**src/tak_pkg.sv**
```systemverilog
// Shared types, constants and helper functions for the tilt angle Kalman filter.
// No dependencies; used by every module of the block.
`timescale 1ns / 1ps
`default_nettype none

package tak_pkg;

    localparam int NUM_AXES     = 2;
    localparam int AXW          = (NUM_AXES > 1) ? $clog2(NUM_AXES) : 1;
    localparam int CORDIC_STEPS = 24;
    localparam int CSW          = $clog2(CORDIC_STEPS);

    localparam int MW  = 50;          // multiplier operand width (signed)
    localparam int MHW = MW / 2;      // partial product operand width
    localparam int MPW = 2 * MW;      // full product width
    localparam int MRW = 64;          // rounded product width (signed)
    localparam int SW  = 66;          // width of sums before saturation
    localparam int PW  = 48;          // covariance and gain width
    localparam int EW  = 35;          // innovation width
    localparam int MEW = 34;          // measured angle width
    localparam int CXW = 34;          // CORDIC x/y width
    localparam int CZW = 38;          // CORDIC angle accumulator width, Q32
    localparam int DIV_BITS = 46;
    localparam int DCW = $clog2(DIV_BITS + 1);

    localparam logic signed [CZW-1:0] PI_Q32 = 38'sd13493037705;
    localparam logic [62:0] MAG_LIM = 63'd1 << 62;
    localparam logic signed [PW-1:0] P_MAX = {1'b0, {(PW-1){1'b1}}};
    localparam logic signed [PW-1:0] P_MIN = {1'b1, {(PW-1){1'b0}}};
    localparam logic signed [PW-1:0] P_ONE = 48'sd70368744177664;

    typedef enum logic [1:0] {
        SH32,
        SH46,
        SH50
    } mul_shift_t;

    typedef enum logic [1:0] {
        REG_PERIOD,
        REG_ANGLE_Q,
        REG_BIAS_Q,
        REG_MEAS_R
    } cfg_reg_t;

    typedef struct packed {
        logic                 start;
        mul_shift_t           sh;
        logic signed [MW-1:0] a;
        logic signed [MW-1:0] b;
    } mul_req_t;

    typedef struct packed {
        logic                 start;
        logic signed [PW-1:0] num;
        logic [PW-1:0]        den;
    } div_req_t;

    function automatic logic signed [31:0] sat32(input logic signed [SW-1:0] v);
        if (v > 66'sd2147483647)
            return 32'sh7FFFFFFF;
        else if (v < -66'sd2147483648)
            return 32'sh80000000;
        else
            return v[31:0];
    endfunction

    function automatic logic signed [PW-1:0] sat48(input logic signed [SW-1:0] v);
        if (v > 66'sd140737488355327)
            return P_MAX;
        else if (v < -66'sd140737488355328)
            return P_MIN;
        else
            return v[PW-1:0];
    endfunction

    // atan(2^-i) in Q32
    function automatic logic [31:0] atan_step(input logic [CSW-1:0] i);
        logic [31:0] v;
        v = 32'd0;
        unique case (i)
            0:       v = 32'd3373259426;
            1:       v = 32'd1991351318;
            2:       v = 32'd1052175346;
            3:       v = 32'd534100635;
            4:       v = 32'd268086748;
            5:       v = 32'd134174063;
            6:       v = 32'd67103403;
            7:       v = 32'd33553749;
            8:       v = 32'd16777131;
            9:       v = 32'd8388597;
            10:      v = 32'd4194303;
            default:
            begin
                if (int'(i) <= 32)
                    v = 32'd1 << (32 - int'(i));
                else
                    v = 32'd0;
            end
        endcase
        return v;
    endfunction

endpackage

`default_nettype wire

```
**src/tak_mul.sv**
```systemverilog
// Shared rounding multiplier: signed 50x50 product over four 25x25 partial products,
// then round to nearest (ties away), shift and magnitude clamp. Uses tak_pkg.
`timescale 1ns / 1ps
`default_nettype none

module tak_mul (
    input  wire logic                          clk,
    input  wire logic                          rst_n,
    input  wire tak_pkg::mul_req_t             req,
    output logic                               done,
    output logic signed [tak_pkg::MRW-1:0]     res
);

    logic                          busy_reg;
    logic [2:0]                    step_reg;
    logic [tak_pkg::MW-1:0]        ma_reg;
    logic [tak_pkg::MW-1:0]        mb_reg;
    logic                          neg_reg;
    tak_pkg::mul_shift_t           sh_reg;
    logic [tak_pkg::MPW-1:0]       acc_reg;
    logic                          done_reg;
    logic signed [tak_pkg::MRW-1:0] res_reg;

    logic [tak_pkg::MHW-1:0]       a_part;
    logic [tak_pkg::MHW-1:0]       b_part;
    logic [2*tak_pkg::MHW-1:0]     pp;
    logic [tak_pkg::MPW-1:0]       pp_sh;
    logic [5:0]                    rshift;
    logic [tak_pkg::MPW:0]         rsum;
    logic [tak_pkg::MPW:0]         rq;
    logic [62:0]                   rmag;
    logic signed [tak_pkg::MRW-1:0] res_next;
    logic [tak_pkg::MW-1:0]        ma_next;
    logic [tak_pkg::MW-1:0]        mb_next;

    always_comb
    begin
        ma_next = req.a[tak_pkg::MW-1] ? unsigned'(-req.a) : unsigned'(req.a);
        mb_next = req.b[tak_pkg::MW-1] ? unsigned'(-req.b) : unsigned'(req.b);
        a_part = step_reg[0] ? ma_reg[tak_pkg::MW-1:tak_pkg::MHW] : ma_reg[tak_pkg::MHW-1:0];
        b_part = step_reg[1] ? mb_reg[tak_pkg::MW-1:tak_pkg::MHW] : mb_reg[tak_pkg::MHW-1:0];
        pp = a_part * b_part;
        unique case (step_reg[1:0])
            2'b00:        pp_sh = tak_pkg::MPW'(pp);
            2'b01, 2'b10: pp_sh = tak_pkg::MPW'(pp) << tak_pkg::MHW;
            default:      pp_sh = tak_pkg::MPW'(pp) << (2 * tak_pkg::MHW);
        endcase
        unique case (sh_reg)
            tak_pkg::SH32: rshift = 6'd32;
            tak_pkg::SH46: rshift = 6'd46;
            default:       rshift = 6'd50;
        endcase
        rsum = {1'b0, acc_reg} + ((tak_pkg::MPW + 1)'(1) << (rshift - 6'd1));
        rq = rsum >> rshift;
        rmag = (rq > (tak_pkg::MPW + 1)'(tak_pkg::MAG_LIM)) ? tak_pkg::MAG_LIM : rq[62:0];
        res_next = neg_reg ? -signed'({1'b0, rmag}) : signed'({1'b0, rmag});
    end

    always_ff @(posedge clk or negedge rst_n)
    begin
        if (!rst_n)
        begin
            busy_reg <= 1'b0;
            step_reg <= '0;
            done_reg <= 1'b0;
        end
        else
        begin
            done_reg <= 1'b0;
            if (!busy_reg)
            begin
                if (req.start)
                begin
                    busy_reg <= 1'b1;
                    step_reg <= '0;
                end
            end
            else if (step_reg == 3'd4)
            begin
                busy_reg <= 1'b0;
                done_reg <= 1'b1;
            end
            else
            begin
                step_reg <= step_reg + 3'd1;
            end
        end
    end

    always_ff @(posedge clk)
    begin
        if (!busy_reg && req.start)
        begin
            ma_reg  <= ma_next;
            mb_reg  <= mb_next;
            neg_reg <= req.a[tak_pkg::MW-1] ^ req.b[tak_pkg::MW-1];
            sh_reg  <= req.sh;
            acc_reg <= '0;
        end
        else if (busy_reg && step_reg != 3'd4)
        begin
            acc_reg <= acc_reg + pp_sh;
        end
        else if (busy_reg)
        begin
            res_reg <= res_next;
        end
    end

    assign done = done_reg;
    assign res  = res_reg;

endmodule

`default_nettype wire

```
**config.mk**
```make
export PLATFORM = sky130hd
export DESIGN_NAME = tak_mul
export DESIGN_NICKNAME = d
export VERILOG_FILES = /design/src/tak_pkg.sv /design/src/tak_mul.sv
export SDC_FILE = /design/constraint.sdc
export NUM_CORES = 2
export LEC_CHECK = 0
export BUFFER_PORTS_ARGS = -buffer_cell sky130_fd_sc_hd__buf_2
export CAP_MARGIN = 10
export CORE_ASPECT_RATIO = 0.5
export CORE_MARGIN = 1
export CORE_UTILIZATION = 40
export CTS_BUF_LIST = sky130_fd_sc_hd__clkbuf_8
export CTS_CLUSTER_SIZE = 30
export DETAILED_ROUTE_END_ITERATION = 8
export SLEW_MARGIN = 20
export SYNTH_ARGS = -nofsm -noshare
export SYNTH_HDL_FRONTEND = slang
export SYNTH_SLANG_ARGS = --single-unit
```
**constraint.sdc**
```tcl
create_clock -name clk -period 15.2 [get_ports clk]
set_input_delay 4.56 -clock clk [delete_from_list [all_inputs] [get_ports clk]]
set_output_delay 4.56 -clock clk [all_outputs]
set_load 0.005 [all_outputs]
```
## After elaboration in Yosys (flattened, before gate mapping)

Index checks and enable logic that the tools add are counted.

- Memory bits (writable): 0
- Latch bits: 0
- ROM bits: 0
- Bits in registers: 272
- Memories: 0
- Output and inout bits: 65

- Reduce and logical (&&, ||, !) cells: 9
- Bitwise operators: 3
- $mul: 1
- Add/subtract/negate cells: 7
- Equal/unequal tests: 6
- Shifts and indexed selects: 2
- Divide/modulo/power cells: 0
- Multiplexer cells: 16
- Order comparisons: 1

Operators by type and width:

| kind | count |
|---|---|
| 100-bit one-hot mux with 2 select lines | 1 |
| 63-bit 2-to-1 mux | 2 |
| 100-bit by 101-bit adder with 101-bit output | 1 |
| 101-bit by 63-bit > comparator with 1-bit output, second input constant | 1 |
| 1-bit by 6-bit left shift with 101-bit output, first input constant | 1 |
| 101-bit by 6-bit >> shifter with 101-bit output | 1 |
| 100-bit adder | 1 |
| 50-bit negator | 2 |
| 49-bit 2-to-1 mux | 2 |
| 63-bit negator with 64-bit output | 1 |
| 25-bit by 25-bit multiplier with 50-bit output | 1 |
| 25-bit 2-to-1 mux | 2 |
| 5-bit one-hot mux with 2 select lines | 1 |
| 3-bit 2-to-1 mux | 3 |
| 6-bit by 1-bit subtractor with 6-bit output, second input constant | 1 |
| 1-bit 2-to-1 mux | 5 |
| 2-bit by 1-bit == test with 1-bit output, second input constant | 2 |
| 2-bit zero test | 2 |
| 3-bit by 1-bit adder with 3-bit output, second input constant | 1 |
| 3-bit == test, second input constant | 1 |
| 3-bit inequality test, second input constant | 1 |
| 3-bit AND reduction | 1 |
| 2-bit == test, second input constant | 1 |
| 1-bit logical AND | 2 |
| other kinds (7) | 8 |

## Logic depth before layout (Yosys ltp)

- Depth in word-level cells: 10
- Gate-level depth with buffers: 51
- Gate-level depth less buffers: 47

## Worst setup path after synthesis

Ideal clock, no wire load.

- Path type: flip-flop to flip-flop
- Start point: register step_reg[0]
- End point: register acc_reg[98] (netlist bit)
- Clock period less this slack: 11.401 ns
- Library setup time: 0.130 ns
- Buffers on the path: 4
- Required time: 15.070 ns
- Slack: 3.799 ns
- Arrival time: 11.271 ns
- Cell stages (with the launch flop): 48
- Cells stage by stage: dfrtp_1 clkbuf_1 clkbuf_1 mux2i_1 clkbuf_1 nor2_1 fa_1 inv_1 fa_1 inv_1 fa_1 fa_1 fa_1 fa_1 inv_1 fa_1 inv_1 ha_1 [... 12 more ...] a31o_2 ha_1 clkbuf_1 a21o_1 a21o_1 a21o_1 a21o_1 a21o_1 a21oi_1 o21ai_0 a221oi_1 o21ai_0 o21ai_0 nand2b_1 o31ai_1 o311a_1 xor2_1 o22ai_1

- Cells in the longest elaborated chain, start to end: 4
- Elaborated cells on any way between the ends: 10
- Those cells by class: add/sub: 1; mul: 1; eq/ne: 3; mux: 2; reduce/logical: 3

Ends and longest elaborated chain:

| element | line | RTL |
|---|---|---|
| from (decl) | tak_mul.sv:15 | `logic [2:0] step_reg;` |
| from (signal assigned) | tak_mul.sv:85 | `step_reg <= step_reg + 3'd1;` |
| 25-bit 2-to-1 mux, or another cell as far along | tak_mul.sv:40 | `a_part = step_reg[0] ? ma_reg[tak_pkg::MW-1:tak_pkg::MHW] : ma_reg[tak_pkg::MHW-1:0];` |
| 25-bit by 25-bit multiplier with 50-bit output or 2-bit OR reduction (tied branches) | tak_mul.sv:42, tak_mul.sv:43 |  |
| 100-bit one-hot mux with 2 select lines | tak_mul.sv:43 | `unique case (step_reg[1:0])` |
| 100-bit adder | tak_mul.sv:102 | `acc_reg <= acc_reg + pp_sh;` |
| to (signal assigned) | tak_mul.sv:102 |  |
| to (decl) | tak_mul.sv:20 | `logic [tak_pkg::MPW-1:0] acc_reg;` |

Several ways; a longest one is shown, not always the timed one.
A chain may end at the register's enable or synchronous reset.

## Final worst setup path

- Start point: register step_reg[1]
- End point: register acc_reg[83] (netlist bit)

- Cells in the longest elaborated chain, start to end: 4
- Elaborated cells on any way between the ends: 10
- Those cells by class: add/sub: 1; mul: 1; eq/ne: 3; mux: 2; reduce/logical: 3

Ends and longest elaborated chain:

| element | line | RTL |
|---|---|---|
| 25-bit 2-to-1 mux, or another cell as far along | tak_mul.sv:41 | `b_part = step_reg[1] ? mb_reg[tak_pkg::MW-1:tak_pkg::MHW] : mb_reg[tak_pkg::MHW-1:0];` |
| 25-bit by 25-bit multiplier with 50-bit output or 2-bit OR reduction (tied branches) | tak_mul.sv:42, tak_mul.sv:43 |  |
| 100-bit one-hot mux with 2 select lines | tak_mul.sv:43 |  |
| 100-bit adder | tak_mul.sv:102 |  |

Several ways; a longest one is shown, not always the timed one.

==> results.md <==
* GRT Total Usage at 27.6%
* Post-Route WL at 155 mm
* Ys flop type: edfxtp_1
* GRT Residual Overflow at 0
* Critical Path Sink Type: register
* TritonCTS clock tree: yes
* Die Width at 473 um
* Vias in the first global route at 39,123
* Row cnt at 85
* Fmax at 0.0752 GHz
* Max Slew Vio Count at 0
* Fillers at 10,964
* Starting Density at 40.8%
* Later-pin clock latency in the skew report at 0.75 ns
* Distinct cell type count after synthesis at 111
* Clk pin slew, worst setup/hold paths at 0.11 ns
* Fraction of registers with async set/reset at 1.84%
* Pin count of the biggest net entering global routing at 82
* Cell taking the most area after synthesis: fa_1
* Clock buffer count from CTS at 49
* Max-slew headroom at 20.4%
* Via density at 5.73
* Total Neg Setup Slack at 0 ns
* Die area at 0.112 mm2
* Critical R2R Launch: step_reg[1]$_DFFE_PN0P_
* Layout Nets at 6,344
* Yosys top cell area share at 23.8%
* # port buffers at 169
* CTS resizes at 0
* Synth Cell Area at 0.0443 mm2
* Crit path largest cell delay at 0.87 ns
* RSZ-0062 raised after global routing: false
* Clock buffer depth at 3
* Final Cycle Share at 87.4%
* Sink Count at 272
* IO Count at 170
* Global-route wire length before repair at 238 mm
* Number of synthesized flops with an enable pin at 167
* Antenna Nets Post-Route at 0
* Initial DRC count at 3,548
* Setup-failing EPs final at 0
* Synth top area cells: fa_1 (24%), edfxtp_1 (11%), ha_1 (8.7%), inv_1 (5.9%), nand2_1 (5.7%)
* Crit path time final at 13.29 ns
* Post-DP HPWL at 123 mm
* CP Launch Point: step_reg[1]$_DFFE_PN0P_
* Crit Path Category: reg -> reg
* Post-Syn Instances at 5,368
* Worst slew pin tran at 1.16 ns
* Post-CTS setup buffers at 0
* CP max FO at 23
* Cell repeated most along the worst path: fa_1
* Core area at 0.109 mm2
* Root Buffer: clkbuf_8
* Layout cell share with drive strength beyond 1 at 8.16%
* Area of the multi-input gates at 0.0337 mm2
* Seq/Total Area, Yosys at 16.1%
* P&R area growth vs syn at 7.62%
* Status: complete, no violations
* Hold Startpoint: acc_reg[25]$_SDFFE_PP0P_
* Syn avg cell area at 8.25 um2
* H-tree levels at 2
* Cts hold-fix bufs at 0
* Max FFs per register at 100
* Worst EP required at 15.81 ns
* Routability Congestion at 1.00
* DR pass1 iterations at 6
* Post-synthesis register bit count at 272
* Register area at 0.00714 mm2
* Post-DR wirelength/cell at 22.4 um
* Max Cap Violations at 0
* CP max stage cell: mux2i_1
* Synth top cells by count: inv_1 (692), nand2_1 (678), nor2_1 (545)
* Via count at 39,683
* Hold Path Class: reg -> reg
* Fin. Hold Viols at 0
* CP startpoint kind: register
* Initial antenna violation count at 9
* Die span in y at 237 um
* Most common cell in the synthesized netlist: inv_1
* Synth warn at 0
* Crit path DAT at 13.90 ns
* DRC violations left at 0
* Clock skew at 0.0507 ns
[through the flow]
step           instances  utilization (%)  hold slack, ns  area [um2]  setup slack [ns]
6_report            6927             43.9           0.460       47700              1.91
5_1_grt             6924             43.9           0.478       47700              1.01
4_1_cts             6922             43.9           0.460       47700              2.01
3_5_place_dp        6833             42.9           0.450       46600              2.05
3_3_place_gp        6833             42.9           0.444       46600              2.34
2_1_floorplan       5381                -           0.436       44400              3.80
[cells by family (layout without fill, tap and decap cells)]
kind of cell | after synthesis | in the layout | share of synthesized area [%]
compound gates | 1101 | 1101 | 16.2
buf+inv | 952 | 1014 | 8.17
other cells | 1 | 19 | 0.00846
fa+ha+maj | 834 | 834 | 32.5
mux | 117 | 117 | 2.78
flops | 272 | 272 | 16.1
simple gates | 1791 | 1791 | 18.3
xor+xnor | 300 | 300 | 5.93
[routing by layer]
| layer | up-vias | share of wire [%] | track usage, % |
|---|---|---|---|
| li1 | 18094 | - | - |
| met1 | 19395 | 45 | 39.3 |
| met2 | 1881 | 42 | 41.4 |
| met3 | 307 | 10 | 6.58 |
| met4 | 6 | 3.3 | 7.87 |
| met5 | - | 0.024 | 0 |
[critical path: cells and delay by family (launching register included)]
family	cells	cell delay, ns
fa+ha+maj	9	4.59
compound gates	21	4.90
xor+xnor	2	0.51
simple gates	5	0.81
buf+inv	4	0.60
flops	1	0.84
mux	1	0.87
[cells in the final DEF (no fill, tap or decap), types with 49 or more instances in the layout]
cell	n
inv_1	700
nand2_1	677
nor2_1	544
fa_1	527
ha_1	307
a21oi_1	294
o21ai_0	233
xnor2_1	219
buf_2	169
edfxtp_1	167
a21o_1	108
dfxtp_1	100
nand3_1	90
xor2_1	81
nor3_1	80
buf_4	62
and2_1	61
o31ai_1	57
nand4_1	52
mux2i_1	51
clkbuf_8	51
mux2_2	49
[area by class of cell]
| type | instances | area share [%] |
|---|---|---|
| tap | 1479 | 3.88 |
| antenna | 5 | 0.0262 |
| inverter | 694 | 5.47 |
| sequential | 272 | 15.0 |
| clock inverter | 38 | 0.735 |
| clock buffer | 51 | 1.47 |
| timing repair buffer | 231 | 2.75 |
| multi-input combinational | 4157 | 70.7 |
[worst paths after layout]
kind	slack (ns)	depth (start not counted)	to
max in group asynchronous	11.15	1	step_reg[0]$_DFFE_PN0P_
worst min-delay path	0.46	2	acc_reg[25]$_SDFFE_PP0P_
min in group asynchronous	3.71	1	step_reg[1]$_DFFE_PN0P_
worst max register to register	1.91	42	acc_reg[83]$_SDFFE_PP0P_
worst min register to register	0.46	2	acc_reg[25]$_SDFFE_PP0P_
worst max-delay path	1.91	42	acc_reg[83]$_SDFFE_PP0P_
Power is left out: the tool's default activity adds up to more than one toggle a clock period on the data nets, which glitch-free logic cannot reach.
