## src/tak_pkg.sv

```systemverilog
// Shared types, constants and helper functions for the tilt angle Kalman filter.
// No dependencies; used by every module of the block.
`timescale 1ns / 1ps
`default_nettype none

package tak_pkg;

    localparam int NUM_AXES     = 2;
    localparam int AXW          = (NUM_AXES > 1) ? $clog2(NUM_AXES) : 1;
    localparam int CORDIC_STEPS = 24;
    localparam int CSW          = $clog2(CORDIC_STEPS);

    localparam int MW  = 50;          // multiplier operand width (signed)
    localparam int MHW = MW / 2;      // partial product operand width
    localparam int MPW = 2 * MW;      // full product width
    localparam int MRW = 64;          // rounded product width (signed)
    localparam int SW  = 66;          // width of sums before saturation
    localparam int PW  = 48;          // covariance and gain width
    localparam int EW  = 35;          // innovation width
    localparam int MEW = 34;          // measured angle width
    localparam int CXW = 34;          // CORDIC x/y width
    localparam int CZW = 38;          // CORDIC angle accumulator width, Q32
    localparam int DIV_BITS = 46;
    localparam int DCW = $clog2(DIV_BITS + 1);

    localparam logic signed [CZW-1:0] PI_Q32 = 38'sd13493037705;
    localparam logic [62:0] MAG_LIM = 63'd1 << 62;
    localparam logic signed [PW-1:0] P_MAX = {1'b0, {(PW-1){1'b1}}};
    localparam logic signed [PW-1:0] P_MIN = {1'b1, {(PW-1){1'b0}}};
    localparam logic signed [PW-1:0] P_ONE = 48'sd70368744177664;

    typedef enum logic [1:0] {
        SH32,
        SH46,
        SH50
    } mul_shift_t;

    typedef enum logic [1:0] {
        REG_PERIOD,
        REG_ANGLE_Q,
        REG_BIAS_Q,
        REG_MEAS_R
    } cfg_reg_t;

    typedef struct packed {
        logic                 start;
        mul_shift_t           sh;
        logic signed [MW-1:0] a;
        logic signed [MW-1:0] b;
    } mul_req_t;

    typedef struct packed {
        logic                 start;
        logic signed [PW-1:0] num;
        logic [PW-1:0]        den;
    } div_req_t;

    function automatic logic signed [31:0] sat32(input logic signed [SW-1:0] v);
        if (v > 66'sd2147483647)
            return 32'sh7FFFFFFF;
        else if (v < -66'sd2147483648)
            return 32'sh80000000;
        else
            return v[31:0];
    endfunction

    function automatic logic signed [PW-1:0] sat48(input logic signed [SW-1:0] v);
        if (v > 66'sd140737488355327)
            return P_MAX;
        else if (v < -66'sd140737488355328)
            return P_MIN;
        else
            return v[PW-1:0];
    endfunction

    // atan(2^-i) in Q32
    function automatic logic [31:0] atan_step(input logic [CSW-1:0] i);
        logic [31:0] v;
        v = 32'd0;
        unique case (i)
            0:       v = 32'd3373259426;
            1:       v = 32'd1991351318;
            2:       v = 32'd1052175346;
            3:       v = 32'd534100635;
            4:       v = 32'd268086748;
            5:       v = 32'd134174063;
            6:       v = 32'd67103403;
            7:       v = 32'd33553749;
            8:       v = 32'd16777131;
            9:       v = 32'd8388597;
            10:      v = 32'd4194303;
            default:
            begin
                if (int'(i) <= 32)
                    v = 32'd1 << (32 - int'(i));
                else
                    v = 32'd0;
            end
        endcase
        return v;
    endfunction

endpackage

`default_nettype wire

```

## src/tak_div.sv

```systemverilog
// Gain divider: restoring division, one quotient bit per cycle, Q2.46 result
// truncated toward zero and saturated to [-2,2). Uses tak_pkg.
`timescale 1ns / 1ps
`default_nettype none

module tak_div (
    input  wire logic                          clk,
    input  wire logic                          rst_n,
    input  wire tak_pkg::div_req_t             req,
    output logic                               done,
    output logic signed [tak_pkg::PW-1:0]      q
);

    logic                           busy_reg;
    logic [tak_pkg::DCW-1:0]        cnt_reg;
    logic [tak_pkg::PW-1:0]         r_reg;
    logic [tak_pkg::PW-1:0]         d_reg;
    logic [tak_pkg::PW-1:0]         q_reg;
    logic                           neg_reg;
    logic                           ovf_reg;
    logic                           done_reg;
    logic signed [tak_pkg::PW-1:0]  q_out_reg;

    logic [tak_pkg::PW-1:0]         n_c;
    logic                           ovf_c;
    logic                           q0_c;
    logic [tak_pkg::PW:0]           r2;
    logic                           ge;
    logic [tak_pkg::PW:0]           rsub;
    logic signed [tak_pkg::PW-1:0]  q_final;
    logic                           last;

    always_comb
    begin
        n_c   = req.num[tak_pkg::PW-1] ? unsigned'(-req.num) : unsigned'(req.num);
        ovf_c = {1'b0, n_c} >= {req.den, 1'b0};
        q0_c  = n_c >= req.den;
        r2    = {r_reg, 1'b0};
        ge    = r2 >= {1'b0, d_reg};
        rsub  = r2 - {1'b0, d_reg};
        last  = cnt_reg == tak_pkg::DCW'(tak_pkg::DIV_BITS);
        if (ovf_reg)
            q_final = neg_reg ? tak_pkg::P_MIN : tak_pkg::P_MAX;
        else
            q_final = neg_reg ? -signed'(q_reg) : signed'(q_reg);
    end

    always_ff @(posedge clk or negedge rst_n)
    begin
        if (!rst_n)
        begin
            busy_reg <= 1'b0;
            cnt_reg  <= '0;
            done_reg <= 1'b0;
        end
        else
        begin
            done_reg <= 1'b0;
            if (!busy_reg)
            begin
                if (req.start)
                begin
                    busy_reg <= 1'b1;
                    cnt_reg  <= ovf_c ? tak_pkg::DCW'(tak_pkg::DIV_BITS) : '0;
                end
            end
            else if (last)
            begin
                busy_reg <= 1'b0;
                done_reg <= 1'b1;
            end
            else
            begin
                cnt_reg <= cnt_reg + tak_pkg::DCW'(1);
            end
        end
    end

    always_ff @(posedge clk)
    begin
        if (!busy_reg && req.start)
        begin
            d_reg   <= req.den;
            neg_reg <= req.num[tak_pkg::PW-1];
            ovf_reg <= ovf_c;
            q_reg   <= tak_pkg::PW'(q0_c);
            r_reg   <= q0_c ? n_c - req.den : n_c;
        end
        else if (busy_reg && !last)
        begin
            r_reg <= ge ? rsub[tak_pkg::PW-1:0] : r2[tak_pkg::PW-1:0];
            q_reg <= {q_reg[tak_pkg::PW-2:0], ge};
        end
        else if (busy_reg)
        begin
            q_out_reg <= q_final;
        end
    end

    assign done = done_reg;
    assign q    = q_out_reg;

endmodule

`default_nettype wire

```

## config.mk

```make
export PLATFORM = sky130hd
export DESIGN_NAME = tak_div
export DESIGN_NICKNAME = d
export VERILOG_FILES = /design/src/tak_pkg.sv /design/src/tak_div.sv
export SDC_FILE = /design/constraint.sdc
export NUM_CORES = 1
export LEC_CHECK = 0
export ABC_AREA = 1
export BUFFER_PORTS_ARGS = -buffer_cell sky130_fd_sc_hd__buf_4
export CORE_MARGIN = 4
export CORE_UTILIZATION = 63
export CTS_BUF_LIST = sky130_fd_sc_hd__clkbuf_16
export CTS_CLUSTER_SIZE = 25
export DETAILED_ROUTE_END_ITERATION = 6
export PLACE_DENSITY = 0.83
export SLEW_MARGIN = 40
export SYNTH_ARGS = -nofsm -noshare
export SYNTH_HDL_FRONTEND = slang
export SYNTH_SLANG_ARGS = --single-unit
export TNS_END_PERCENT = 50
```

## constraint.sdc

```tcl
create_clock -name clk -period 4.07 [get_ports clk]
set_input_delay 0.407 -clock clk [delete_from_list [all_inputs] [get_ports clk]]
set_output_delay 0.407 -clock clk [all_outputs]
set_load 0.05 [all_outputs]
```

Yosys cells after proc, flatten, opt, wreduce, memory -nomap -nowiden:

Cells that the tools add are included.

* register bits after elaboration: 202
* word-level logic and storage cells: 49

* add/sub/neg operators: 5
* order comparisons: 3
* equality and inequality tests: 2
* mux-type cells: 19
* bitwise operators: 2
* reduce and logical (&&, ||, !) cells: 8

Operators by type and width (count)
* two-way mux 48 bit: 8
* negation 48 bit: 2
* subtractor 48 bit: 2
* >= comparator 48 x 49 -> 1 bit: 1
* >= comparator 49 x 48 -> 1 bit: 1
* >= comparator 48 bit: 1
* two-way mux 6 bit: 4
* two-way mux 1 bit: 7
* adder 6 x 1 -> 6 bit, second input constant: 1
* equality test 6 bit, second input constant: 1
* nonzero test 2 bit: 2
* AND reduction 3 bit: 1
* logical AND 1 bit: 2
* zero test 1 bit: 2
* != test 2 bit, second input constant: 1
* inverter 1 bit: 2
* AND reduction 2 bit: 1

Depth between registers and ports, before layout:

* word-level depth: 6
* depth in mapped cells: 28
* mapped depth without buffers: 27

Worst setup path after synthesis:

No wires, ideal clock.

* kind: in2reg
* start point: input req[48] in the netlist's numbering
* end point: register r_reg[23] in the netlist's numbering (data pin)
* data arrival time: 3.108 ns
* required time: 3.811 ns
* path slack: 0.704 ns
* cell stages on the path: 26
* buffers on the path: 3
* cells stage by stage: inv_1 -> ha_1 -> nand2_2 -> nor2_4 -> nand2_2 -> nor2_2 -> nand3_1 -> nand2_1 -> buf_4 -> nand2_1 -> xor2_1 -> inv_1 -> ha_1 -> nand2_1 -> nor2_4 -> nand2_2 -> nor2_4 -> inv_2 -> nor2_2 -> nand2_1 -> nand4_2 -> buf_6 -> buf_6 -> nand2_1 -> o211ai_1 -> nand2_1

* longest elaborated chain between the ends: 5
* elaborated cells between the ends (all ways): 6

Ends and longest elaborated chain
* from (decl): line tak_div.sv:9 `input wire tak_pkg::div_req_t req,`
* negation 48 bit: line tak_div.sv:35 `n_c = req.num[tak_pkg::PW-1] ? unsigned'(-req.num) : unsigned'(req.num);`
* two-way mux 48 bit (*): line tak_div.sv:35
* subtractor 48 bit or >= comparator 48 bit (tied branches): line tak_div.sv:87, tak_div.sv:37
* two-way mux 48 bit (*): line tak_div.sv:87 `r_reg <= q0_c ? n_c - req.den : n_c;`
* two-way mux 48 bit (*): line tak_div.sv:81 `if (!busy_reg && req.start)`
* to (signal assigned): line tak_div.sv:87
* to (signal assigned): line tak_div.sv:91 `r_reg <= ge ? rsub[tak_pkg::PW-1:0] : r2[tak_pkg::PW-1:0];`
* to (decl): line tak_div.sv:16 `logic [tak_pkg::PW-1:0] r_reg;`

Mark *: on every way between the ends. The rest lies on a longest branch, timed or not.
A chain may end at the register's enable or synchronous reset.

Worst setup path in the final report:

* start point: input req[69] in the netlist's numbering
* end point: register r_reg[8] in the netlist's numbering (data pin)

* longest elaborated chain between the ends: 5

Ends and longest elaborated chain
* negation 48 bit: line tak_div.sv:35
* two-way mux 48 bit (*): line tak_div.sv:35
* >= comparator 48 bit (*): line tak_div.sv:37 `q0_c = n_c >= req.den;`
* two-way mux 48 bit (*): line tak_div.sv:87
* two-way mux 48 bit (*): line tak_div.sv:81

Marked as above.

==> impl_summary.log <==
[metrics] worst rel slew slack: 47.3%
[metrics] combined area of all synthesized cells: ~22000 um^2
[metrics] start-to-end type of the worst setup path: in -> reg
[metrics] remaining antenna violation count: 0
[metrics] vertical extent of the die: ~190 um
[metrics] cell at the slowest stage of the critical path: ha_1
[metrics] xor and xnor area share after synthesis: under 10%
[metrics] Net count, final: between 4000 and 5000
[metrics] largest net degree at the start of global routing: 65
[metrics] Cell Count, Final, Fillers Out: 4228
[metrics] flip-flop cell with the highest count after synthesis: edfxtp_1
[metrics] post-synthesis adder-cell area fraction: approximately 8.7%
[metrics] portion of netlist area occupied by mux cells: 0%
[metrics] skew final: ~0.033 ns
[metrics] hold depth: 1
[metrics] worst-path cell chain: buf_4 > nor2_1 > nand2_1 > nor3_1 > nand4_1 > nand2_1 > xor2_1 > inv_1 > ha_1 > nand2_2 > nor2_2 > nand2_2 > nor2_4 > inv_2 > nor2_2 > nand2_1 > nand4_2 > buf_4 > buf_4 > a21oi_1 > nand2_1 > nand2_1
[metrics] end of the worst hold path: d_reg[44]
[metrics] sequential share of the synthesized area: between 20 and 30%
[metrics] Initial DRT Pass Iterations: 7
[metrics] maximum operating frequency: approximately 0.27 GHz
[metrics] internal power consumption: 7.07 mW
[metrics] number of H-tree levels: 1
[metrics] final max-slew violation count: 0
[metrics] net switching component of the power: about 7.6 mW
[metrics] biggest fanout along the worst timing path: 25
[metrics] net count of the mapped netlist: 3830
[metrics] number of different library cells in the post-synthesis netlist: between 50 and 60
[metrics] switching power share of the total: between 50% and 60%
[metrics] CTS tree: done
[metrics] overall die area: roughly 37000 um^2
[metrics] worst skew pair latency: between 0.5 and 0.6 ns
[metrics] flops & latches, synth: ~200
[metrics] class of the worst hold path: in -> reg
[metrics] I/O Pins: roughly 150
[metrics] origin of the critical flop-to-flop path: r_reg[4]
[metrics] setup repair after global routing missed its margin: no
[metrics] areal power density over the cells: between 600 and 700 nW/um^2
[metrics] global placer's final weighted congestion: 1.13
[metrics] final core occ: a little under three quarters
[metrics] final count of hold timing violations: 0
[metrics] number of flops mapped to enable cells by yosys: 147
[metrics] number of buffers inserted to repair setup after CTS: 0
[metrics] final setup fails: 0
[metrics] GR Overflow Total: 0
[metrics] reg-to-reg setup timing slack: just over 0.8 ns
[metrics] combinational family with the most area after synthesis: simple AND/OR/NAND/NOR gates
[metrics] global-route wire length before repair: around 120000 um
[metrics] biggest cell delay along the critical path: ~0.4 ns
[metrics] mean cell area of the mapped netlist: between 6 and 7 um^2
[metrics] reg-to-reg critical path endpoint: r_reg[47]
[metrics] result of the run: finished with violations
[metrics] Gate Count Post-Synth: between 3000 and 4000
[metrics] number of input and output port buffers inserted: 147
[metrics] critical path endpoint category: register
[metrics] reg2reg path depth: 11
[metrics] horizontal die dimension: ~190 um
[metrics] fraction of final layout cells with drive strength greater than 1: 8.44%
[metrics] relative area change from synthesis to final layout: 12.1%
[metrics] Hold Startpoint: req[44]
[metrics] failing checks: design-rule violations
[metrics] Final Routed Wirelength: roughly 77000 um
[metrics] gr usage total: approximately 40%
[metrics] initial core utilization: between 60 and 70%
[metrics] wire length per cell: 18.2 um
[metrics] time the worst path needs with I/O delays and setup: between 3 and 4 ns
[metrics] synthesized-area fraction occupied by and/or/nand/nor cells: approximately 40%
[metrics] category of the worst setup path launch point: input port
[metrics] part of the total power dissipated in combinational logic: roughly 63%
[metrics] standard cell area after detailed placement: 23500 um^2
[metrics] fraction of the cycle the final worst path needs: between 90% and 100%
[metrics] Clock Sinks: approximately 200
[metrics] highest ir drop seen on vdd: 0.551 mV
[metrics] Max-Cap Viols: 0
[metrics] number of antenna violations at the first check in global routing: 2
[metrics] share of flip-flops with an asynchronous set or reset: about 4%
[metrics] number of CTS-inserted buffers: 23
[metrics] portion of total power attributed to the clock network: roughly an eighth
[metrics] Compound-Gate Fraction of Synth Area: between 6 and 7%
[metrics] transition at the pin with the smallest max-transition slack: 0.790 ns
[metrics] number of buffers on the longest clock path: 3
[metrics] Inst Count DP: approximately 4200
[metrics] total number of yosys warnings: 0
[metrics] leakage power: ~13 nW
[metrics] sequential share of power: between 20% and 30%
[metrics] clock-pin transition on the worst setup and hold timing paths: 0.06 ns
[metrics] kind of cell adding the most delay to the critical path: simple AND/OR/NAND/NOR gates
[metrics] overall power: 14.7 mW
[metrics] via total after detailed routing: about 24000
[metrics] post-route cell area: ~24000 um^2
[metrics] WP buf/inv: 5
[metrics] Std-Cell Rows: 67
[metrics] setup TNS after final layout: 0 ns
[metrics] root buffer selected by CTS: clkbuf_16
[metrics] critical path data required time: approximately 4.3 ns
[metrics] via count normalized by instance count: between 5 and 6
[metrics] Arrival @ worst endpoint: ~4.0 ns
[metrics] cell seen most often among critical-path stages: nand2_1
[metrics] 1st-iter DRT viols: 3394
[metrics] # DRC: 1
[metrics] flip-flop count of the largest register, all copies and words added: 96
[metrics] detailed-placement wirelength estimate: between 60000 and 70000 um
[metrics] Core Footprint: between 30000 and 40000 um^2
[metrics] via count of the first global-routing pass: approximately 22000
## through the flow
stage	hold WS (ns)	setup slack, ns
floorplan	0.111	0.704
CTS	0.0501	0.379
finish	0.0608	0.371
global placement	0.226	-0.0796
global route	0.0484	0.0397
detailed placement	0.227	-0.120
## cell usage in the layout, fill, tap and decap left out, types with 48 or more instances in the layout
cell,instances
buf_4,220
nand2_1,1245
edfxtp_1,147
nand3_1,235
o22ai_1,48
ha_1,147
xor2_1,73
a21oi_1,101
nor2_1,323
o21ai_0,57
nand4_1,106
inv_1,750
## kinds of logic after synthesis
logic type      count (synthesis)
simple gates                 2043
buf+inv                       832
compound gates                240
flops                         202
fa+ha+maj                     149
xor+xnor                      116
## how the worst max path moves through the flow
stage	from	end	slack, ns	depth (start not counted)
floorplan	req[48]	r_reg[23]	0.70	26
global placement	req[67]	r_reg[6]	-0.08	22
detailed placement	req[49]	r_reg[12]	-0.12	26
CTS	req[49]	r_reg[8]	0.38	26
global route	req[48]	r_reg[7]	0.04	24
finish	req[69]	r_reg[8]	0.37	22
## power by group through the flow
| stage | combinational [mW] | clock (mW) | sequential [mW] |
|---|---|---|---|
| after floorplan | 6.26 | 0 | 3.48 |
| after global placement | 8.53 | 0 | 3.46 |
| after detailed placement | 8.82 | 0 | 3.49 |
| after CTS | 8.96 | 1.89 | 3.46 |
| after global routing | 10.2 | 1.99 | 3.52 |
| final | 9.32 | 1.90 | 3.50 |
## worst reg2reg max path: stages (launching register included)
cell and delay [ns]:
edfxtp_1 0.47, ha_1 0.42, nand2_1 0.12, nor2_1 0.33
nand4_1 0.17, nor2_1 0.17, nand4_1 0.19, nand3_2 0.12
buf_4 0.47, nand3_1 0.31, nand2_1 0.18, nand2_1 0.06
## area by class of cell
class,instances,area [um^2]
fill,2871,9450
antenna,2,5.00
timing repair buffer,225,1730
sequential,202,5560
tap,448,561
clock buffer,23,576
multi-input combinational,2548,12900
inverter,761,2860
clock inverter,19,111
## Yosys cell counts (18+ instances only)
master | instances | area (um^2)
dfxtp_1 | 47 | 941
nand4_1 | 106 | 663
o22ai_1 | 48 | 300
nand3_1 | 235 | 1180
nor2_2 | 19 | 119
xor2_1 | 73 | 639
xnor2_1 | 42 | 368
clkbuf_1 | 25 | 93.8
buf_2 | 22 | 110
edfxtp_1 | 147 | 4410
nor3_1 | 36 | 180
nor2_1 | 325 | 1220
o21ai_0 | 57 | 285
nand3b_1 | 18 | 135
inv_1 | 743 | 2790
nand2_1 | 1248 | 4680
ha_1 | 147 | 1840
a21oi_1 | 101 | 505
## layer usage
layer	vias to the layer above	global-route usage [%]	part of all wire, %
met5	-	0	0
met4	0	16.1	5.0
met3	250	8.28	13
met2	1717	60.6	42
met1	10834	53.6	39
li1	11513	-	-
## timing repair
item,in CTS,in global routing
hold buffers,1,0
setup endpoints to repair,0,9
endpoints found under the hold margin,8,0
resized for setup,0,1
No activity file was read; power rests on OpenSTA's default activity.
